**config.mk**
```make
export PLATFORM = sky130hd
export DESIGN_NAME = xmodem_crc_receiver
export DESIGN_NICKNAME = d
export VERILOG_FILES = /design/src/rtl/xcr_pkg.sv /design/src/rtl/xcr_core.sv /design/src/rtl/xcr_fifo.sv /design/src/rtl/xmodem_crc_receiver.sv
export SDC_FILE = /design/constraint.sdc
export NUM_CORES = 1
export LEC_CHECK = 0
export BUFFER_PORTS_ARGS = -buffer_cell sky130_fd_sc_hd__buf_4
export CORE_MARGIN = 4
export CORE_UTILIZATION = 50
export DETAILED_ROUTE_END_ITERATION = 7
export MAX_ROUTING_LAYER = met4
export PLACE_DENSITY_LB_ADDON = 0.15
export SYNTH_ARGS = -nofsm -noshare
export SYNTH_HDL_FRONTEND = slang
export SYNTH_SLANG_ARGS = --single-unit
```
**constraint.sdc**
```tcl
create_clock -name clk -period 3.45 [get_ports clk]
set_input_delay 0.345 -clock clk [delete_from_list [all_inputs] [get_ports clk]]
set_output_delay 0.345 -clock clk [all_outputs]
set_load 0.02 [all_outputs]
```
**src/rtl/xcr_pkg.sv**
```systemverilog
// shared types, constants and crc function for the xmodem crc receiver
`timescale 1ns / 1ps
package xcr_pkg;

  localparam int BLOCK_BYTES = 128;
  localparam int IDX_W       = 8;
  localparam int QDEPTH      = 4;
  localparam int QPTR_W      = $clog2(QDEPTH);
  localparam int QLVL_W      = $clog2(QDEPTH + 1);

  localparam logic [7:0]  B_SOH   = 8'h01;
  localparam logic [7:0]  B_EOT   = 8'h04;
  localparam logic [7:0]  B_ACK   = 8'h06;
  localparam logic [7:0]  B_NAK   = 8'h15;
  localparam logic [7:0]  B_C     = 8'h43;
  localparam logic [15:0] CRC_POLY = 16'h1021;
  localparam logic [7:0]  TIMEOUT_RESET = 8'd4;

  typedef enum logic [1:0] {
    ACT_START = 2'd0,
    ACT_BYTE  = 2'd1,
    ACT_TICK  = 2'd2,
    ACT_NONE  = 2'd3
  } action_t;

  typedef enum logic [2:0] {
    PH_IDLE = 3'd0,
    PH_HDR  = 3'd1,
    PH_BLK  = 3'd2,
    PH_CMP  = 3'd3,
    PH_DATA = 3'd4,
    PH_CRCH = 3'd5,
    PH_CRCL = 3'd6
  } phase_t;

  typedef enum logic [1:0] {
    PS_NONE = 2'd0,
    PS_GOOD = 2'd1,
    PS_BAD  = 2'd2
  } pkt_status_t;

  typedef struct packed {
    logic        send_valid;
    logic [7:0]  send_byte;
    logic        data_valid;
    logic [7:0]  data_byte;
    logic [6:0]  data_index;
    logic [1:0]  packet_status;
    logic        transfer_done;
    logic        last;
  } result_t;

  typedef struct packed {
    logic [1:0] count;
    result_t    r0;
    result_t    r1;
  } resp_t;

  function automatic logic [15:0] crc_step(input logic [15:0] crc_in, input logic [7:0] b);
    logic [15:0] c;
    c = crc_in ^ {b, 8'h00};
    for (int i = 0; i < 8; i++) begin
      if (c[15]) begin
        c = {c[14:0], 1'b0} ^ CRC_POLY;
      end else begin
        c = {c[14:0], 1'b0};
      end
    end
    return c;
  endfunction

endpackage

```
**src/rtl/xcr_core.sv**
```systemverilog
// protocol state machine: crc check, block parsing and reply generation
`timescale 1ns / 1ps
module xcr_core (
  input  logic              clk,
  input  logic              rst_n,
  input  logic              fire,
  input  xcr_pkg::action_t  action,
  input  logic [7:0]        rx_byte,
  input  logic [7:0]        timeout_ticks,
  output xcr_pkg::resp_t    resp
);
  import xcr_pkg::*;

  phase_t            phase_r, phase_nxt;
  logic [1:0]        eot_r, eot_nxt;
  logic              first_r, first_nxt;
  logic [IDX_W-1:0]  idx_r, idx_nxt;
  logic [15:0]       crc_r, crc_nxt;
  logic [7:0]        crch_r, crch_nxt;
  logic [7:0]        idle_r, idle_nxt;

  logic [7:0]  idle_inc;
  logic [7:0]  lim;
  logic        tick_live;
  logic        timeout_hit;
  logic        crc_ok;
  logic        done_nxt;
  result_t     rc;

  assign idle_inc    = (idle_r == 8'hFF) ? idle_r : idle_r + 8'd1;
  assign lim         = (timeout_ticks == 8'd0) ? 8'd1 : timeout_ticks;
  assign tick_live   = (phase_r != PH_IDLE) && (eot_r != 2'd2);
  assign timeout_hit = idle_inc >= lim;
  assign crc_ok      = ({crch_r, rx_byte} == crc_r);
  assign done_nxt    = (eot_nxt == 2'd2);

  // next state
  always_comb begin
    phase_nxt = phase_r;
    eot_nxt   = eot_r;
    first_nxt = first_r;
    idx_nxt   = idx_r;
    crc_nxt   = crc_r;
    crch_nxt  = crch_r;
    idle_nxt  = idle_r;
    if (fire) begin
      case (action)
        ACT_START: begin
          phase_nxt = PH_HDR;
          eot_nxt   = 2'd0;
          first_nxt = 1'b0;
          idx_nxt   = '0;
          crc_nxt   = '0;
          crch_nxt  = '0;
          idle_nxt  = '0;
        end
        ACT_TICK: begin
          if (tick_live) begin
            if (timeout_hit) begin
              idle_nxt  = '0;
              phase_nxt = PH_HDR;
              idx_nxt   = '0;
            end else begin
              idle_nxt = idle_inc;
            end
          end
        end
        ACT_BYTE: begin
          if (phase_r != PH_IDLE) begin
            idle_nxt = '0;
            case (phase_r)
              PH_HDR: begin
                if (rx_byte == B_SOH) begin
                  phase_nxt = PH_BLK;
                end else if (rx_byte == B_EOT) begin
                  eot_nxt = (eot_r == 2'd0) ? 2'd1 : 2'd2;
                end
              end
              PH_BLK: phase_nxt = PH_CMP;
              PH_CMP: begin
                phase_nxt = PH_DATA;
                idx_nxt   = '0;
                crc_nxt   = '0;
              end
              PH_DATA: begin
                crc_nxt = crc_step(crc_r, rx_byte);
                idx_nxt = idx_r + IDX_W'(1);
                if (idx_nxt >= IDX_W'(BLOCK_BYTES)) begin
                  phase_nxt = PH_CRCH;
                end
              end
              PH_CRCH: begin
                crch_nxt  = rx_byte;
                phase_nxt = PH_CRCL;
              end
              PH_CRCL: begin
                phase_nxt = PH_HDR;
                idx_nxt   = '0;
                if (crc_ok) begin
                  first_nxt = 1'b1;
                end
              end
              default: phase_nxt = phase_r;
            endcase
          end
        end
        default: phase_nxt = phase_r;
      endcase
    end
  end

  // replies
  always_comb begin
    rc               = '0;
    rc.send_valid    = 1'b1;
    rc.transfer_done = done_nxt;
    rc.last          = 1'b1;
    resp             = '0;
    resp.r0          = rc;
    resp.r1          = rc;
    resp.r1.send_byte = B_C;
    if (fire) begin
      case (action)
        ACT_START: begin
          resp.count        = 2'd1;
          resp.r0.send_byte = B_C;
        end
        ACT_TICK: begin
          if (tick_live && timeout_hit) begin
            resp.count        = 2'd1;
            resp.r0.send_byte = first_r ? B_NAK : B_C;
          end
        end
        ACT_BYTE: begin
          case (phase_r)
            PH_HDR: begin
              if (rx_byte == B_EOT) begin
                if (eot_r == 2'd0) begin
                  resp.count        = 2'd1;
                  resp.r0.send_byte = B_NAK;
                end else if (eot_r == 2'd1) begin
                  resp.count        = 2'd2;
                  resp.r0.send_byte = B_ACK;
                  resp.r0.last      = 1'b0;
                end else begin
                  resp.count        = 2'd1;
                  resp.r0.send_byte = B_ACK;
                end
              end else if (rx_byte != B_SOH) begin
                resp.count        = 2'd1;
                resp.r0.send_byte = B_NAK;
              end
            end
            PH_DATA: begin
              resp.count         = 2'd1;
              resp.r0.send_valid = 1'b0;
              resp.r0.data_valid = 1'b1;
              resp.r0.data_byte  = rx_byte;
              resp.r0.data_index = idx_r[6:0];
            end
            PH_CRCL: begin
              resp.count            = 2'd1;
              resp.r0.send_byte     = crc_ok ? B_ACK : B_NAK;
              resp.r0.packet_status = crc_ok ? PS_GOOD : PS_BAD;
            end
            default: resp.count = 2'd0;
          endcase
        end
        default: resp.count = 2'd0;
      endcase
    end
  end

  always_ff @(posedge clk) begin
    if (!rst_n) begin
      phase_r <= PH_IDLE;
      eot_r   <= '0;
      first_r <= 1'b0;
      idx_r   <= '0;
      crc_r   <= '0;
      crch_r  <= '0;
      idle_r  <= '0;
    end else begin
      phase_r <= phase_nxt;
      eot_r   <= eot_nxt;
      first_r <= first_nxt;
      idx_r   <= idx_nxt;
      crc_r   <= crc_nxt;
      crch_r  <= crch_nxt;
      idle_r  <= idle_nxt;
    end
  end

endmodule

```
**src/rtl/xcr_fifo.sv**
```systemverilog
// result queue taking up to two entries per cycle, giving one per cycle while pop is high
`timescale 1ns / 1ps
module xcr_fifo (
  input  logic                        clk,
  input  logic                        rst_n,
  input  xcr_pkg::resp_t              push,
  input  logic                        pop,
  output xcr_pkg::result_t            head,
  output logic                        not_empty,
  output logic [xcr_pkg::QLVL_W-1:0]  level
);
  import xcr_pkg::*;

  result_t             mem_r [QDEPTH];
  logic [QPTR_W-1:0]   wp_r, wp_nxt;
  logic [QPTR_W-1:0]   rp_r, rp_nxt;
  logic [QLVL_W-1:0]   lvl_r, lvl_nxt;
  logic                do_pop;

  assign do_pop    = pop && (lvl_r != '0);
  assign not_empty = (lvl_r != '0);
  assign level     = lvl_r;
  assign head      = mem_r[rp_r];

  always_comb begin
    wp_nxt  = wp_r + QPTR_W'(push.count);
    rp_nxt  = do_pop ? rp_r + QPTR_W'(1) : rp_r;
    lvl_nxt = lvl_r + QLVL_W'(push.count) - QLVL_W'(do_pop);
  end

  always_ff @(posedge clk) begin
    if (push.count != 2'd0) begin
      mem_r[wp_r] <= push.r0;
    end
    if (push.count == 2'd2) begin
      mem_r[wp_r + QPTR_W'(1)] <= push.r1;
    end
  end

  always_ff @(posedge clk) begin
    if (!rst_n) begin
      wp_r  <= '0;
      rp_r  <= '0;
      lvl_r <= '0;
    end else begin
      wp_r  <= wp_nxt;
      rp_r  <= rp_nxt;
      lvl_r <= lvl_nxt;
    end
  end

endmodule

```
**src/rtl/xmodem_crc_receiver.sv**
```systemverilog
// top level of the xmodem crc receiver: input register, config register, core and queue
`timescale 1ns / 1ps
// Usage:
//   input channel: in_valid/in_ready with in_action (start, received byte, slow tick)
//   and in_rx_byte. Every action is one transfer; bytes and ticks share the channel.
//   output channel: out_valid/out_ready, one reply or payload byte per transfer;
//   out_last marks the final result of one input transfer.
//   cfg_wr_en/cfg_wr_data write the timeout in slow ticks; the user must write it
//   only while the block is idle; the block does not enforce this.
// Path: input register, then core, then result queue, which drives the output channel.
// Throughput: one input transfer per cycle while each gives at most one result and
//   out_ready stays high; the EOT that completes the handshake gives ACK then 'C',
//   two results. The four-entry result queue sets this: the core takes an item only
//   while at least two entries are free.
// Reset: timeout back to 4 ticks, protocol idle, queue empty; nothing is sent
//   until a start transfer arrives.
// Stall: with out_ready low the queue fills, the core holds the item in the input
//   register and in_ready drops; no result is lost or repeated.
module xmodem_crc_receiver (
  input  logic        clk,
  input  logic        rst_n,
  input  logic        in_valid,
  output logic        in_ready,
  input  logic [1:0]  in_action,
  input  logic [7:0]  in_rx_byte,
  output logic        out_valid,
  input  logic        out_ready,
  output logic        out_send_valid,
  output logic [7:0]  out_send_byte,
  output logic        out_data_valid,
  output logic [7:0]  out_data_byte,
  output logic [6:0]  out_data_index,
  output logic [1:0]  out_packet_status,
  output logic        out_transfer_done,
  output logic        out_last,
  input  logic        cfg_wr_en,
  input  logic [7:0]  cfg_wr_data
);
  import xcr_pkg::*;

  logic              in_v_r, in_v_nxt;
  logic [1:0]        act_r;
  logic [7:0]        byte_r;
  logic [7:0]        timeout_r;
  logic              in_take;
  logic              proc_fire;
  logic [QLVL_W-1:0] level;
  resp_t             resp;
  result_t           head;

  assign proc_fire = in_v_r && (level <= QLVL_W'(QDEPTH - 2));
  assign in_ready  = !in_v_r || proc_fire;
  assign in_take   = in_valid && in_ready;

  always_comb begin
    in_v_nxt = in_v_r;
    if (in_take) begin
      in_v_nxt = 1'b1;
    end else if (proc_fire) begin
      in_v_nxt = 1'b0;
    end
  end

  always_ff @(posedge clk) begin
    if (!rst_n) begin
      in_v_r    <= 1'b0;
      timeout_r <= TIMEOUT_RESET;
    end else begin
      in_v_r <= in_v_nxt;
      if (cfg_wr_en) begin
        timeout_r <= cfg_wr_data;
      end
    end
  end

  always_ff @(posedge clk) begin
    if (in_take) begin
      act_r  <= in_action;
      byte_r <= in_rx_byte;
    end
  end

  xcr_core u_core (
    .clk           (clk),
    .rst_n         (rst_n),
    .fire          (proc_fire),
    .action        (action_t'(act_r)),
    .rx_byte       (byte_r),
    .timeout_ticks (timeout_r),
    .resp          (resp)
  );

  xcr_fifo u_fifo (
    .clk       (clk),
    .rst_n     (rst_n),
    .push      (resp),
    .pop       (out_ready),
    .head      (head),
    .not_empty (out_valid),
    .level     (level)
  );

  assign out_send_valid    = head.send_valid;
  assign out_send_byte     = head.send_byte;
  assign out_data_valid    = head.data_valid;
  assign out_data_byte     = head.data_byte;
  assign out_data_index    = head.data_index;
  assign out_packet_status = head.packet_status;
  assign out_transfer_done = head.transfer_done;
  assign out_last          = head.last;

  // queue never overflows
  a_level_bound: assert property (@(posedge clk) disable iff (!rst_n)
    level <= QLVL_W'(QDEPTH))
    else $error("result queue overflow");

  // a result without last always has its companion already queued
  a_pair_queued: assert property (@(posedge clk) disable iff (!rst_n)
    (out_valid && !out_last) |-> (level >= QLVL_W'(2)))
    else $error("first of a result pair without its follower");

  // a pair push leaves the output channel valid next cycle
  a_pair_shows: assert property (@(posedge clk) disable iff (!rst_n)
    (proc_fire && resp.count == 2'd2) |=> out_valid)
    else $error("result pair lost");

  // the input side stalls only while an item waits in the input register
  a_stall_reason: assert property (@(posedge clk) disable iff (!rst_n)
    !in_ready |-> (in_v_r && level > QLVL_W'(QDEPTH - 2)))
    else $error("input stalled without cause");

endmodule
```
Word level (Yosys, flattened, before mapping)
Memory sizes are Yosys's and may differ from the RTL's. A register that Yosys moved wholly into a read port is not among the register bits.
Index checks and enable logic that the tools add are counted.
- add/sub/neg operators: 7
- $lt $le $gt $ge: 3
- eq/ne operators: 28
- multiplexer cells: 107
- bitwise operators: 9
- reduce and logical (&&, ||, !) cells: 24
- operators by type and width (operator ; number):
    16-bit 2-to-1 mux ; 30
    13-bit 2-to-1 mux ; 8
    8-bit 2-to-1 mux ; 12
    8-bit case mux with 3 select lines ; 3
    16-bit case mux with 2 select lines ; 2
    8-bit case mux with 2 select lines ; 3
    29-bit 2-to-1 mux ; 1
    2-bit 2-to-1 mux ; 13
    3-bit inverter ; 8
    1-bit 2-to-1 mux ; 19
    18-bit 2-to-1 mux ; 1
    3-bit case mux with 6 select lines ; 1
    8-bit by 1-bit adder with 8-bit output (second input constant) ; 2
    16-bit equality test ; 1
    16-bit bitwise XOR ; 1
    3-bit 2-to-1 mux ; 5
    5-bit 2-to-1 mux ; 3
    4-bit AND reduction ; 3
    3-bit equality test (second input constant) ; 3
    3-bit case mux with 3 select lines ; 1
    3-bit nonzero test ; 3
    8-bit by 1-bit equality test with 1-bit output (second input constant) ; 1
    8-bit by 3-bit equality test with 1-bit output (second input constant) ; 1
    8-bit equality test (second input constant) ; 1
    other kinds (31) ; 52
- register bits: 72
- bits in writable memories: 116
- bits of input ports: 23
- output and inout bits: 31
- logic and storage cells: 193
- memories kept: 1
- memory list (name ; words ; width ; read ports ; clocked after Yosys merged registers in ; write ports ; line ; text):
    u_fifo.mem_r ; 4 ; 29 ; 1 ; 1 ; 2 ; xcr_fifo.sv:14 ; result_t mem_r [QDEPTH];

Longest topological paths before layout
Gate-level depths: netlist of the first run.
- depth after elaboration: 48
- gate-level depth with buffers: 18
- mapped depth without buffers: 17

Cells and area by module
Synthesis of the first run repeated with hierarchy kept, for this count alone.
- cells, all modules: 804
- area total of the unflattened synthesis: 10060.9 um2
- by module, submodules not included (module ; instances ; cells each ; area an instance (um2) ; sequential area each (um2)):
    xcr_fifo ; 1 ; 327 ; 6098.3 ; 3663.5
    xcr_core ; 1 ; 433 ; 3300.7 ; 920.9
    xmodem_crc_receiver ; 1 ; 44 ; 661.9 ; 480.5

Least setup slack after synthesis of the first run
OpenSTA, ideal clock, no wires.
- path kind: register to register
- from: register u_core.idle_r[0]
- to: register u_fifo.lvl_r[2] (netlist: u_fifo.level[2])
- setup time: 128 ps
- arrival: 3519 ps
- data required time: 3322 ps
- setup slack: -197 ps
- stages on the path, launching flop included: 19
- path buffers: 1
- clock period less this slack: 3647 ps
- cell sequence: dfxtp_1 ha_1 and3_1 nand3_1 nand2b_1 xnor2_1 ha_1 a211oi_1 o21ba_2 nand4_1 a311o_1 buf_4 and2_1 ha_1 inv_1 fa_1 xnor2_1 xnor2_1 nor2_1
- longest elaborated chain between the ends: 9
- elaborated cells on any way between the ends: 10
- classes of those cells: add/sub: 3; order compare: 1; eq/ne: 1; mux: 4; reduce/logical: 1
- ends and longest elaborated chain (item ; line ; text):
    start, declared ; xcr_core.sv:20 ; logic [7:0] idle_r, idle_nxt;
    start signal, assigned ; xcr_core.sv:190 ; idle_r <= idle_nxt;
    8-bit by 1-bit adder with 8-bit output or 8-bit equality test (tied branches) ; xcr_core.sv:30 ; assign idle_inc = (idle_r == 8'hFF) ? idle_r : idle_r + 8'd1;
    8-bit 2-to-1 mux * ; xcr_core.sv:30 ;
    8-bit greater-or-equal comparator * ; xcr_core.sv:33 ; assign timeout_hit = idle_inc >= lim;
    1-bit logical AND * ; xcr_core.sv:129 ; if (tick_live && timeout_hit) begin
    1-bit 2-to-1 mux * ; xcr_core.sv:129 ;
    2-bit case mux with 3 select lines * ; xcr_core.sv:123 ; case (action)
    29-bit 2-to-1 mux * ; xcr_core.sv:122 ; if (fire) begin
    3-bit by 2-bit adder with 3-bit output * ; xcr_fifo.sv:28 ; lvl_nxt = lvl_r + QLVL_W'(push.count) - QLVL_W'(do_pop);
    3-bit by 1-bit subtractor with 3-bit output * ; xcr_fifo.sv:28 ;
    end signal, assigned ; xcr_fifo.sv:48 ; lvl_r <= lvl_nxt;
    end, declared ; xcr_fifo.sv:17 ; logic [QLVL_W-1:0] lvl_r, lvl_nxt;
Every way passes the cells marked *; elsewhere a longest branch is shown, timed or not.
A chain may end at the register's enable or synchronous reset.

==> results of run 1 <==
## routing by layer
| layer | track usage, % | share of wire, % | up-vias |
|---|---|---|---|
| met2 | 37.74 | 50 | 151 |
| met5 | - | 0 | - |
| met1 | 27.86 | 44 | 3188 |
| met3 | 3.701 | 3.8 | 30 |
| met4 | 7.684 | 1.8 | 0 |
| li1 | - | - | 3138 |
## cell usage after synthesis, types with 5 or more instances
library cell	instances
nor2_1	137
xnor2_1	43
ha_1	14
a21oi_1	38
xor2_1	16
nor3_1	9
nand3_1	33
mux2i_1	85
o21ai_0	16
edfxtp_1	14
buf_6	7
a22oi_1	12
nand2b_1	16
a22o_1	6
dfxtp_1	164
buf_4	5
inv_1	18
nand4_1	13
and3_1	5
clkbuf_1	31
nor2b_1	5
and2_1	20
a2bb2oi_1	8
nand2_1	41
mux4_2	26
## kinds of logic after synthesis
logic type,share of synthesized area [%]
simple gates,16.99
flops,43.92
compound gates,9.631
mux,17.17
buf+inv,3.799
xor+xnor,6.128
fa+ha+maj,2.315
other cells,0.04447
## sequential cells by signal, indices dropped and copies added (netlist names), named ones only
register / cells
byte_r: 8
u_fifo.wp_r: 2
u_core.first_r: 1
u_fifo.level: 3
act_r: 2
u_fifo.mem_r: 104
u_core.idx_r: 8
u_core.crch_r: 8
in_v_r: 1
u_core.idle_r: 8
u_core.phase_r: 3
u_core.eot_r: 2
timeout_r: 8
u_fifo.rp_r: 2
u_core.crc_r: 16
## cell type report
cell class	instances	area [um^2]	share of cell area [%]
Multi-Input combinational cell	609	4514	44.81
Sequential cell	178	3707	36.80
Timing Repair Buffer	98	949.7	9.427
Clock buffer	21	461.7	4.583
Tap cell	220	275.3	2.733
Clock inverter	10	97.59	0.9688
Inverter	18	67.56	0.6707
## power by group through the flow
stage | clock [mW] | sequential, mW | combinational, mW
global route | 1.98 | 2.29 | 0.953
floorplan | 0 | 2.28 | 0.627
global placement | 0 | 2.32 | 0.833
finish | 1.86 | 2.28 | 0.876
detailed placement | 0 | 2.33 | 0.852
CTS | 1.88 | 2.28 | 0.855
## timing repair
action | in CTS | in global routing
pin swaps | 1 | 17
setup buffers | 1 | 10
gates cloned | 0 | 5
hold buffers | 0 | 0
setup endpoints to repair | 62 | 97
gates resized for setup | 3 | 16
hold endpoints to repair | 0 | 0
## worst max-delay path, delay by kind of cell (launching register included)
family | cells | cell delay, ns
AO/OA/AOI/OAI | 4 | 1.04
adder cells (fa/ha/maj) | 1 | 0.30
multiplexers | 1 | 0.22
flip-flops | 1 | 0.35
buffers and inverters | 3 | 0.49
XOR/XNOR | 1 | 0.15
AND/OR/NAND/NOR | 6 | 0.78
## worst max path at each step
stage | depth (start not counted) | start | to | slack, ns
after floorplan | 17 | u_core.idle_r[4] | u_fifo.level[2] | 0.03
after global placement | 16 | u_core.idle_r[4] | u_fifo.level[2] | 0.03
after detailed placement | 18 | u_core.idle_r[4] | u_fifo.level[2] | -0.08
after CTS | 18 | u_core.idle_r[4] | u_fifo.level[2] | -0.01
after global routing | 18 | u_core.idle_r[0] | u_fifo.level[2] | -0.11
final | 16 | u_core.idle_r[4] | u_fifo.mem_r[3][10] | -0.0004
==> flow_metrics.py, run 1 <==
metrics = {
    "outcome": {
        "outcome": "complete, but fails checks",
        "violations": "negative setup slack",
    },
    "worst_setup_path": {
        "r2r_end": "u_fifo.mem_r[3][10]",
        "regToRegSetupSlack_ns": -0.0004,
        "critical_path_class": "register to register",
        "reg2reg_depth": 16,
        "critPathArrivalTime_ns": 3.76,
        "critPathMaxStageDelay_ns": 0.41,
        "critPathLaunchType": "register",
        "end_kind": "register",
        "slowest_stage": "a311o_1",
        "crit_path_cell_trace": "and3_4 > and3_4 > nand3_4 > nand2b_1 > xnor2_1 > ha_1 > a211oi_2 > o21ba_2 > nand4_1 > a311o_1 > buf_4 > o21ai_4 > buf_12 > buf_12 > mux2i_1 > nor2_1",
        "required_ns": 3.76,
        "r2r_start": "u_core.idle_r[4]",
        "crit_fanout": 9,
    },
    "cts": {
        "clk_latency_ns": 0.43,
        "htreeDepth": 4,
        "root_buffer": "clkbuf_16",
        "cts_num_sinks": 178,
        "clkTransAtPathRegs_ns": 0.07,
        "cts_tree": "yes",
        "cts_made_buffers": 17,
        "cts.path.max_buffers": 2,
    },
    "detailed_routing": {
        "wl_per_cell_um": 18.15,
        "route.vias.total": 6507,
        "final_antenna_net_count": 0,
        "routed_wirelength_mm": 20.94,
        "dr.pass1.iters": 5,
        "drt_iter0_markers": 417,
        "drc": 0,
        "drt-vias-per-instance": 5.639,
    },
    "power_and_ir_drop": {
        "netSwitchingFraction_pct": 26.99,
        "leakagePower_nw": 4.520,
        "power_mw": 5.020,
        "power.switching_mw": 1.355,
        "pwr-share-clk_pct": 37.1,
        "pwr-share-seq_pct": 45.5,
        "irDropWorstVdd_uv": 328.4,
        "combPwrFrac_pct": 17.5,
        "power.density_nw_per_um2": 498.4,
        "internal_power_mw": 3.665,
    },
    "grt": {
        "antenna_found_initial": 0,
        "grt_pass1_wl_mm": 32.75,
        "grt_pass1_vias": 6470,
        "grt_max_degree": 45,
        "grt-ovfl-total": 0,
        "track_usage_pct": 22.54,
    },
    "logic_synthesis": {
        "postSynthAreaPerCell_um2": 9.908,
        "synthDistinctLibCells": 60,
        "yosysWarnings": 0,
        "syn_inst": 851,
        "yosysSeqAreaShare_pct": 43.92,
        "syn_area_um2": 8432,
        "ys_ff_latch": 178,
        "async_reset_ff_share_pct": 0,
        "yosys.area.top_type": "dfxtp_1",
        "synth_area_leaders": "dfxtp_1 39%, mux2i_1 10%, mux4_2 6.9%, nor2_1 6.1%, edfxtp_1 5.0%",
        "yosys.area.top_type_share_pct": 38.94,
        "synth_edf_count": 14,
        "synth_top_flop_cell": "dfxtp_1",
    },
    "placement": {
        "dp_cells": 1107,
        "dpl.hpwl_mm": 14.09,
        "gp_congestion": 0.8924,
        "post_dp_cell_area_um2": 9196,
        "place_ws_ns": -0.07552,
        "io_buffer_count": 50,
    },
    "run": {
        "drv_cap": 0,
    },
    "cells_and_area": {
        "final_util_pct": 60.74,
        "layout-drive-gt1-share_pct": 20.24,
        "final_common_cell": "dfxtp_1",
        "design_area_um2": 10070,
        "layout.cells.non_filler": 1154,
        "fill_cells": 1393,
        "n_antenna_cell": 0,
        "nNetsFinal": 960,
        "area_delta_synth_final_pct": 19.47,
        "final_cell_mix": "161 x dfxtp_1, 137 x nor2_1, 83 x mux2i_1",
    },
    "floorplan": {
        "start_util_pct": 50.85,
        "std_cell_rows": 47,
        "die_h_um": 137.9,
        "io_pins": 54,
        "die_w_um": 137.9,
        "coreArea_um2": 16580,
        "dieArea_um2": 19010,
    },
    "sta": {
        "whs_ns": 0.08692,
        "maxSlewViolCount": 0,
        "skew_ns": 0.007900,
        "hold_violations": 0,
        "rsz0062_at_grt": "true",
        "finalSetupTns_ns": -0.0004334,
        "setup_viol_count_final": 1,
        "fin_crit_ns": 3.450,
        "finalCritPeriodShare_pct": 100.0,
        "worstMarginPinSlew_ns": 0.6903,
        "fin_ws_ns": -0.0004334,
        "relSlewSlack_pct": 53.73,
        "max_freq_ghz": 0.2898,
    },
    "hold_path": {
        "hold_start": "in_rx_byte[5]",
        "hold-path-endpoint": "byte_r[5]",
        "holdPathStages": 1,
        "hp-class": "input port to register",
    },
}
No activity file was read; power rests on OpenSTA's default activity.
==> inputs of run 2 (changes only) <==
--- a/config.mk
+++ b/config.mk
@@ -5,6 +5,7 @@
 export SDC_FILE = /design/constraint.sdc
 export NUM_CORES = 1
 export LEC_CHECK = 0
+export ABC_AREA = 1
 export BUFFER_PORTS_ARGS = -buffer_cell sky130_fd_sc_hd__buf_4
 export CORE_MARGIN = 4
 export CORE_UTILIZATION = 50
==> run 2 against run 1 <==
Net effect:
- the flow now finishes without violations
- sequential cell count unchanged
- utilization shrank 3.2 points
- first-iteration DRC count increased by 65%
- via count is 30% higher
- fmax increased by 6.4%
- worst setup slack gained 0.21 ns
- clock power rose by 4%
- global-route usage up 2.5 points
- register-to-register slack gained 0.21 ns
- largest power group unchanged
- sequential share of layout area fell by 0.83 points
==> flow_metrics.py, run 2 <==
metrics = {
    "cts": {
        "htreeDepth": 4,
        "cts_num_sinks": 178,
        "clkTransAtPathRegs_ns": 0.06,
        "clk_latency_ns": 0.43,
        "cts_tree": "yes",
        "cts_made_buffers": 17,
        "cts_hold_buf": 0,
        "root_buffer": "clkbuf_16",
        "cts.path.max_buffers": 2,
    },
    "floorplan": {
        "die_w_um": 142.8,
        "dieArea_um2": 20400,
        "die_h_um": 142.8,
        "start_util_pct": 50.78,
        "coreArea_um2": 17900,
        "std_cell_rows": 49,
        "io_pins": 54,
    },
    "sta": {
        "maxSlewViolCount": 0,
        "relSlewSlack_pct": 30.71,
        "whs_ns": 0.08783,
        "max_freq_ghz": 0.3084,
        "fin_ws_ns": 0.2073,
        "fin_crit_ns": 3.243,
        "rsz0062_at_grt": "true",
        "worstMarginPinSlew_ns": 1.038,
        "setup_viol_count_final": 0,
        "finalCritPeriodShare_pct": 93.99,
        "hold_violations": 0,
        "skew_ns": 0.008810,
    },
    "cells_and_area": {
        "nNetsFinal": 1412,
        "largest_reg_flops": 104,
        "regMostFlops": "u_fifo.mem_r",
        "n_antenna_cell": 0,
        "reg_top3": "u_fifo.mem_r x104, u_core.crc_r x16",
        "area_delta_synth_final_pct": 13.32,
        "fill_cells": 1743,
        "final_cell_mix": "311 x nand2_1, 261 x nor2_1, 162 x dfxtp_1",
        "layout-drive-gt1-share_pct": 12.76,
        "final_common_cell": "nand2_1",
    },
    "logic_synthesis": {
        "synth-compound-area-share_pct": 11.53,
        "yosysWarnings": 0,
        "yosysSeqAreaShare_pct": 40.74,
        "synthAdderAreaFrac_pct": 2.147,
        "ys_ff_latch": 178,
        "synth_edf_count": 14,
        "synth.mux.area_fraction_pct": 0.1239,
        "synthXorXnorAreaFrac_pct": 2.794,
        "yosys.area.top_type": "dfxtp_1",
        "synth_top_family_by_area": "simple AND/OR/NAND/NOR gates",
        "postSynthAreaPerCell_um2": 6.795,
        "yosys.area.top_type_share_pct": 36.11,
        "synth_top_flop_cell": "dfxtp_1",
        "syn_inst": 1338,
        "synth.most_common_cell": "nand2_1",
        "syn_area_um2": 9091,
        "synth_common_cells": "319 x nand2_1, 265 x nor2_1, 164 x dfxtp_1, 114 x inv_1, 102 x nand3_1",
        "async_reset_ff_share_pct": 0,
        "synth_area_leaders": "dfxtp_1 36%, nand2_1 13%, nor2_1 11%, nand3_1 5.6%, inv_1 4.7%",
        "synthDistinctLibCells": 45,
        "synth-simple-area-share_pct": 33.17,
    },
    "power_and_ir_drop": {
        "power.density_nw_per_um2": 615.6,
        "leakagePower_nw": 4.927,
        "irDropWorstVdd_uv": 453.6,
    },
    "worst_setup_path": {
        "critPathArrivalTime_ns": 3.55,
        "required_ns": 3.75,
        "crit_fanout": 4,
        "critical_path_class": "register to register",
        "end_kind": "register",
        "critPathLaunchType": "register",
    },
    "hold_path": {
        "hp-class": "input port to register",
    },
    "grt": {
        "grt-ovfl-total": 0,
        "track_usage_pct": 25.08,
        "grt_pass1_wl_mm": 39.68,
        "grt_pass1_vias": 7728,
        "grt_max_degree": 50,
        "antenna_found_initial": 0,
    },
    "placement": {
        "gp_congestion": 0.8879,
        "place_ws_ns": 0.07736,
        "io_buffer_count": 50,
        "dpl.hpwl_mm": 15.85,
    },
    "run": {
        "drv_cap": 0,
    },
    "detailed_routing": {
        "wl_per_cell_um": 15.13,
        "dr.pass1.iters": 5,
        "drt_iter0_markers": 686,
        "final_antenna_net_count": 0,
        "routed_wirelength_mm": 24.45,
        "route.vias.total": 8447,
        "drt-vias-per-instance": 5.227,
        "drc": 0,
    },
    "outcome": {
        "outcome": "finished clean",
    },
}
## run 2: cell types whose count changed after synthesis, sizes merged, moves of 29 or more
| cell | before | now |
|---|---|---|
| o21ai | 21 | 83 |
| nor2 | 137 | 287 |
| nand3 | 33 | 104 |
| mux2i | 85 | 0 |
| inv | 18 | 130 |
| xnor2 | 43 | 14 |
| nand2 | 43 | 325 |
| a21oi | 38 | 72 |
## run 2: logic make-up after synthesis
family / count (synthesis)
adder cells (fa/ha/maj): 15
XOR/XNOR: 29
multiplexers: 1
buffers and inverters: 193
other: 1
flip-flops: 178
AO/OA/AOI/OAI: 194
AND/OR/NAND/NOR: 727
## run 2: per-layer routing
metal  vias up  track usage [%]  wire length, um
met1      3856            33.64            11320
met2       243            39.09            11410
met4         0            6.653              396
li1       4316                -                -
met3        32            4.722             1322
met5         -                -                0
## run 2: metrics by stage
step	power [mW]	TNS [ns]	cells	utilization, %	instance area [um^2]
after floorplan	3.765	0	1340	-	9099
after global placement	4.422	0	1582	53.62	9599
after detailed placement	4.434	0	1582	53.62	9599
after CTS	6.353	0	1614	56.83	10170
after global routing	6.696	-0.03171	1616	57.55	10300
final	6.342	0	1616	57.55	10300
## run 2: final cells by class
type | instances | area, um^2 | share of cell area, %
Clock buffer | 18 | 429.2 | 4.166
Multi-Input combinational cell | 969 | 4641 | 45.04
Tap cell | 229 | 286.5 | 2.781
Clock inverter | 14 | 145.1 | 1.409
Sequential cell | 178 | 3706 | 35.97
Inverter | 132 | 508.0 | 4.931
Timing Repair Buffer | 76 | 586.8 | 5.696
## run 2: worst max-delay path, stage by stage, from the launching register on
cell and delay (ns):
dfxtp_2 0.35, ha_4 0.14, nand2_2 0.05, inv_2 0.07
nand2_2 0.05, nor2_2 0.12, and3_4 0.20, nand2_4 0.07
mux2_4 0.32, ha_4 0.28, nand2_2 0.05, nor2_2 0.08
nor2_2 0.04, nand2_1 0.07, nand2_2 0.06, nand2_2 0.09
a21oi_2 0.06, nand2_1 0.08, nand2_2 0.09, inv_2 0.10
ha_4 0.13, inv_2 0.03, fa_2 0.32, xor2_1 0.16
inv_1 0.06, nor2_1 0.03
## run 2: path summary, 6_finish.rpt
kind / from / end / slack (ns) / cells after the start
worst max-delay path: u_core.idle_r[0] / u_fifo.level[2] / 0.21 / 25
worst min-delay path: in_rx_byte[7] / byte_r[7] / 0.09 / 1
worst max register to register: u_core.idle_r[0] / u_fifo.level[2] / 0.21 / 25
worst min register to register: u_fifo.mem_r[2][19] / u_fifo.mem_r[2][19] / 0.46 / 2
## run 2: what timing repair did
action	in CTS	in global routing
endpoints found under the setup margin	0	115
setup buffers	0	2
gates resized for setup	0	36
hold endpoints to repair	0	0
## run 2: power breakdown
| group | total (mW) | leakage (nW) | internal, mW | switching, mW |
|---|---|---|---|---|
| registers | 2.52 | 1.47 | 2.36 | 0.157 |
| logic | 1.90 | 3.18 | 0.731 | 1.16 |
| clock network | 1.93 | 0.272 | 1.12 | 0.808 |
==> inputs of run 3 (changes only) <==
==> constraint.sdc (replaced) <==
create_clock -name clk -period 3.7 [get_ports clk]
set_input_delay 0.37 -clock clk [delete_from_list [all_inputs] [get_ports clk]]
set_output_delay 0.37 -clock clk [all_outputs]
set_load 0.02 [all_outputs]
==> run 3 against run 2 <==
Net effect:
- worst setup slack better by 0.13 ns
- total power down 5.5%
- highest routed layer unchanged
- largest cell class unchanged
- clock skew up 0.0019 ns
- critical path type unchanged
- fmax down 3.7%
==> flow_metrics.py, run 3 (synthesis results as in run 2) <==
metrics = {
    "cts": {
        "cts_hold_buf": 0,
        "cts_tree": "yes",
        "cts_made_buffers": 17,
        "cts_resized": 0,
        "htreeDepth": 4,
        "post_cts_buffers": 0,
        "root_buffer": "clkbuf_16",
        "clkTransAtPathRegs_ns": 0.07,
        "cts_num_sinks": 178,
        "clk_latency_ns": 0.44,
        "cts.path.max_buffers": 2,
    },
    "grt": {
        "track_usage_pct": 25.15,
        "antenna_found_initial": 0,
        "grt-ovfl-total": 0,
        "grt_pass1_vias": 7768,
        "grt_max_degree": 56,
        "grt_pass1_wl_mm": 39.78,
    },
    "detailed_routing": {
        "drt-vias-per-instance": 5.242,
        "route.vias.total": 8419,
        "dr.pass1.iters": 5,
        "final_antenna_net_count": 0,
        "wl_per_cell_um": 15.06,
        "routed_wirelength_mm": 24.19,
        "drc": 0,
        "drt_iter0_markers": 626,
    },
    "cells_and_area": {
        "reg_top3": "u_fifo.mem_r x104, u_core.crc_r x16",
        "nNetsFinal": 1402,
        "design_area_um2": 10180,
        "final_common_cell": "nand2_1",
        "largest_reg_flops": 104,
        "area_delta_synth_final_pct": 12.03,
        "n_antenna_cell": 0,
        "layout-drive-gt1-share_pct": 11.26,
        "final_cell_mix": "316 x nand2_1, 263 x nor2_1, 162 x dfxtp_1",
        "regMostFlops": "u_fifo.mem_r",
        "fill_cells": 1784,
        "final_util_pct": 56.89,
    },
    "floorplan": {
        "start_util_pct": 50.78,
        "die_w_um": 142.8,
        "dieArea_um2": 20400,
        "io_pins": 54,
        "coreArea_um2": 17900,
        "std_cell_rows": 49,
        "die_h_um": 142.8,
    },
    "sta": {
        "fin_crit_ns": 3.366,
        "setup_viol_count_final": 0,
        "max_freq_ghz": 0.2971,
        "relSlewSlack_pct": 32.64,
        "skew_ns": 0.01071,
        "worstMarginPinSlew_ns": 1.009,
        "finalSetupTns_ns": 0,
        "finalCritPeriodShare_pct": 90.98,
        "hold_violations": 0,
        "maxSlewViolCount": 0,
    },
    "power_and_ir_drop": {
        "irDropWorstVdd_uv": 402.9,
        "leakagePower_nw": 4.913,
        "power.density_nw_per_um2": 588.5,
    },
    "worst_setup_path": {
        "critPathArrivalTime_ns": 3.74,
        "end_kind": "register",
        "required_ns": 4.07,
        "critPathLaunchType": "register",
        "critical_path_class": "register to register",
        "crit_fanout": 8,
    },
    "placement": {
        "post_dp_cell_area_um2": 9527,
        "gp_congestion": 0.8706,
        "io_buffer_count": 50,
        "dpl.hpwl_mm": 15.90,
    },
    "hold_path": {
        "hp-class": "input port to register",
    },
    "run": {
        "drv_cap": 0,
    },
    "outcome": {
        "outcome": "finished clean",
    },
}
run 3: cell count changes in the layout (fill, tap and decap cells not counted), sizes merged:
cell / delta
inv: +2
clkinvlp: -2
bufinv: +1
clkbuf: -1
buf: -10
run 3: path summary, 6_finish.rpt:
| kind | cells after the start | startpoint | slack [ns] | to |
|---|---|---|---|---|
| max reg2reg | 23 | u_core.idle_r[0] | 0.33 | u_fifo.level[1] |
| max | 23 | u_core.idle_r[0] | 0.33 | u_fifo.level[1] |
| min reg2reg | 2 | u_fifo.mem_r[1][28] | 0.45 | u_fifo.mem_r[1][28] |
| min | 1 | in_rx_byte[7] | 0.10 | byte_r[7] |
run 3: power by group:
group          switching, mW  internal, mW  total (mW)
sequential             0.148          2.20        2.35
combinational           1.07         0.660        1.73
clock                  0.790          1.13        1.92
run 3: per-layer routing:
layer / track usage [%] / wire, um / part of all wire, % / vias up
met4: 7.104 / 413 / 1.7 / 0
li1: - / - / - / 4295
met1: 32.68 / 10900 / 45 / 3824
met5: - / 0 / 0 / -
met2: 40.08 / 11330 / 47 / 268
met3: 4.956 / 1539 / 6.4 / 32
run 3: critical path, cell delays in order (launching register included):
cell and delay (ns):
dfxtp_2 0.36, ha_1 0.17, nand2_1 0.06, inv_1 0.07, nand2_1 0.08, nor2_2 0.13, and3_4 0.21, nand2_4 0.08
mux2_2 0.30, ha_1 0.31, nand2_1 0.07, nor2_1 0.04, nor2_1 0.08, nand2_1 0.06, nand2_1 0.08, nand2_2 0.08
a21oi_2 0.16, nand2_1 0.08, nand2_2 0.10, inv_2 0.05, ha_1 0.18, inv_1 0.06, fa_1 0.40, nor2_1 0.11
run 3: final cells by class:
class                      count  area (um^2)  area share, %
clock inverter                15        188.9          1.855
tap                          229        286.5          2.813
inverter                     132        510.5          5.012
clock buffer                  17        425.4          4.177
sequential                   178         3706          36.39
multi-input combinational    969         4572          44.89
timing repair buffer          66        495.5          4.865
run 3: stage by stage:
stage / cells / total power [mW] / setup WS [ns] / hold WS [ns]
6_report: 1606 / 5.994 / 0.3336 / 0.1042
5_1_grt: 1606 / 6.318 / -0.01620 / 0.09276
4_1_cts: 1606 / 6.015 / 0.09921 / 0.09626
3_5_place_dp: 1574 / 4.120 / 0.1205 / 0.4362
3_3_place_gp: 1574 / 4.104 / 0.2082 / 0.4397
2_1_floorplan: 1340 / 3.510 / 0.4805 / 0.4207
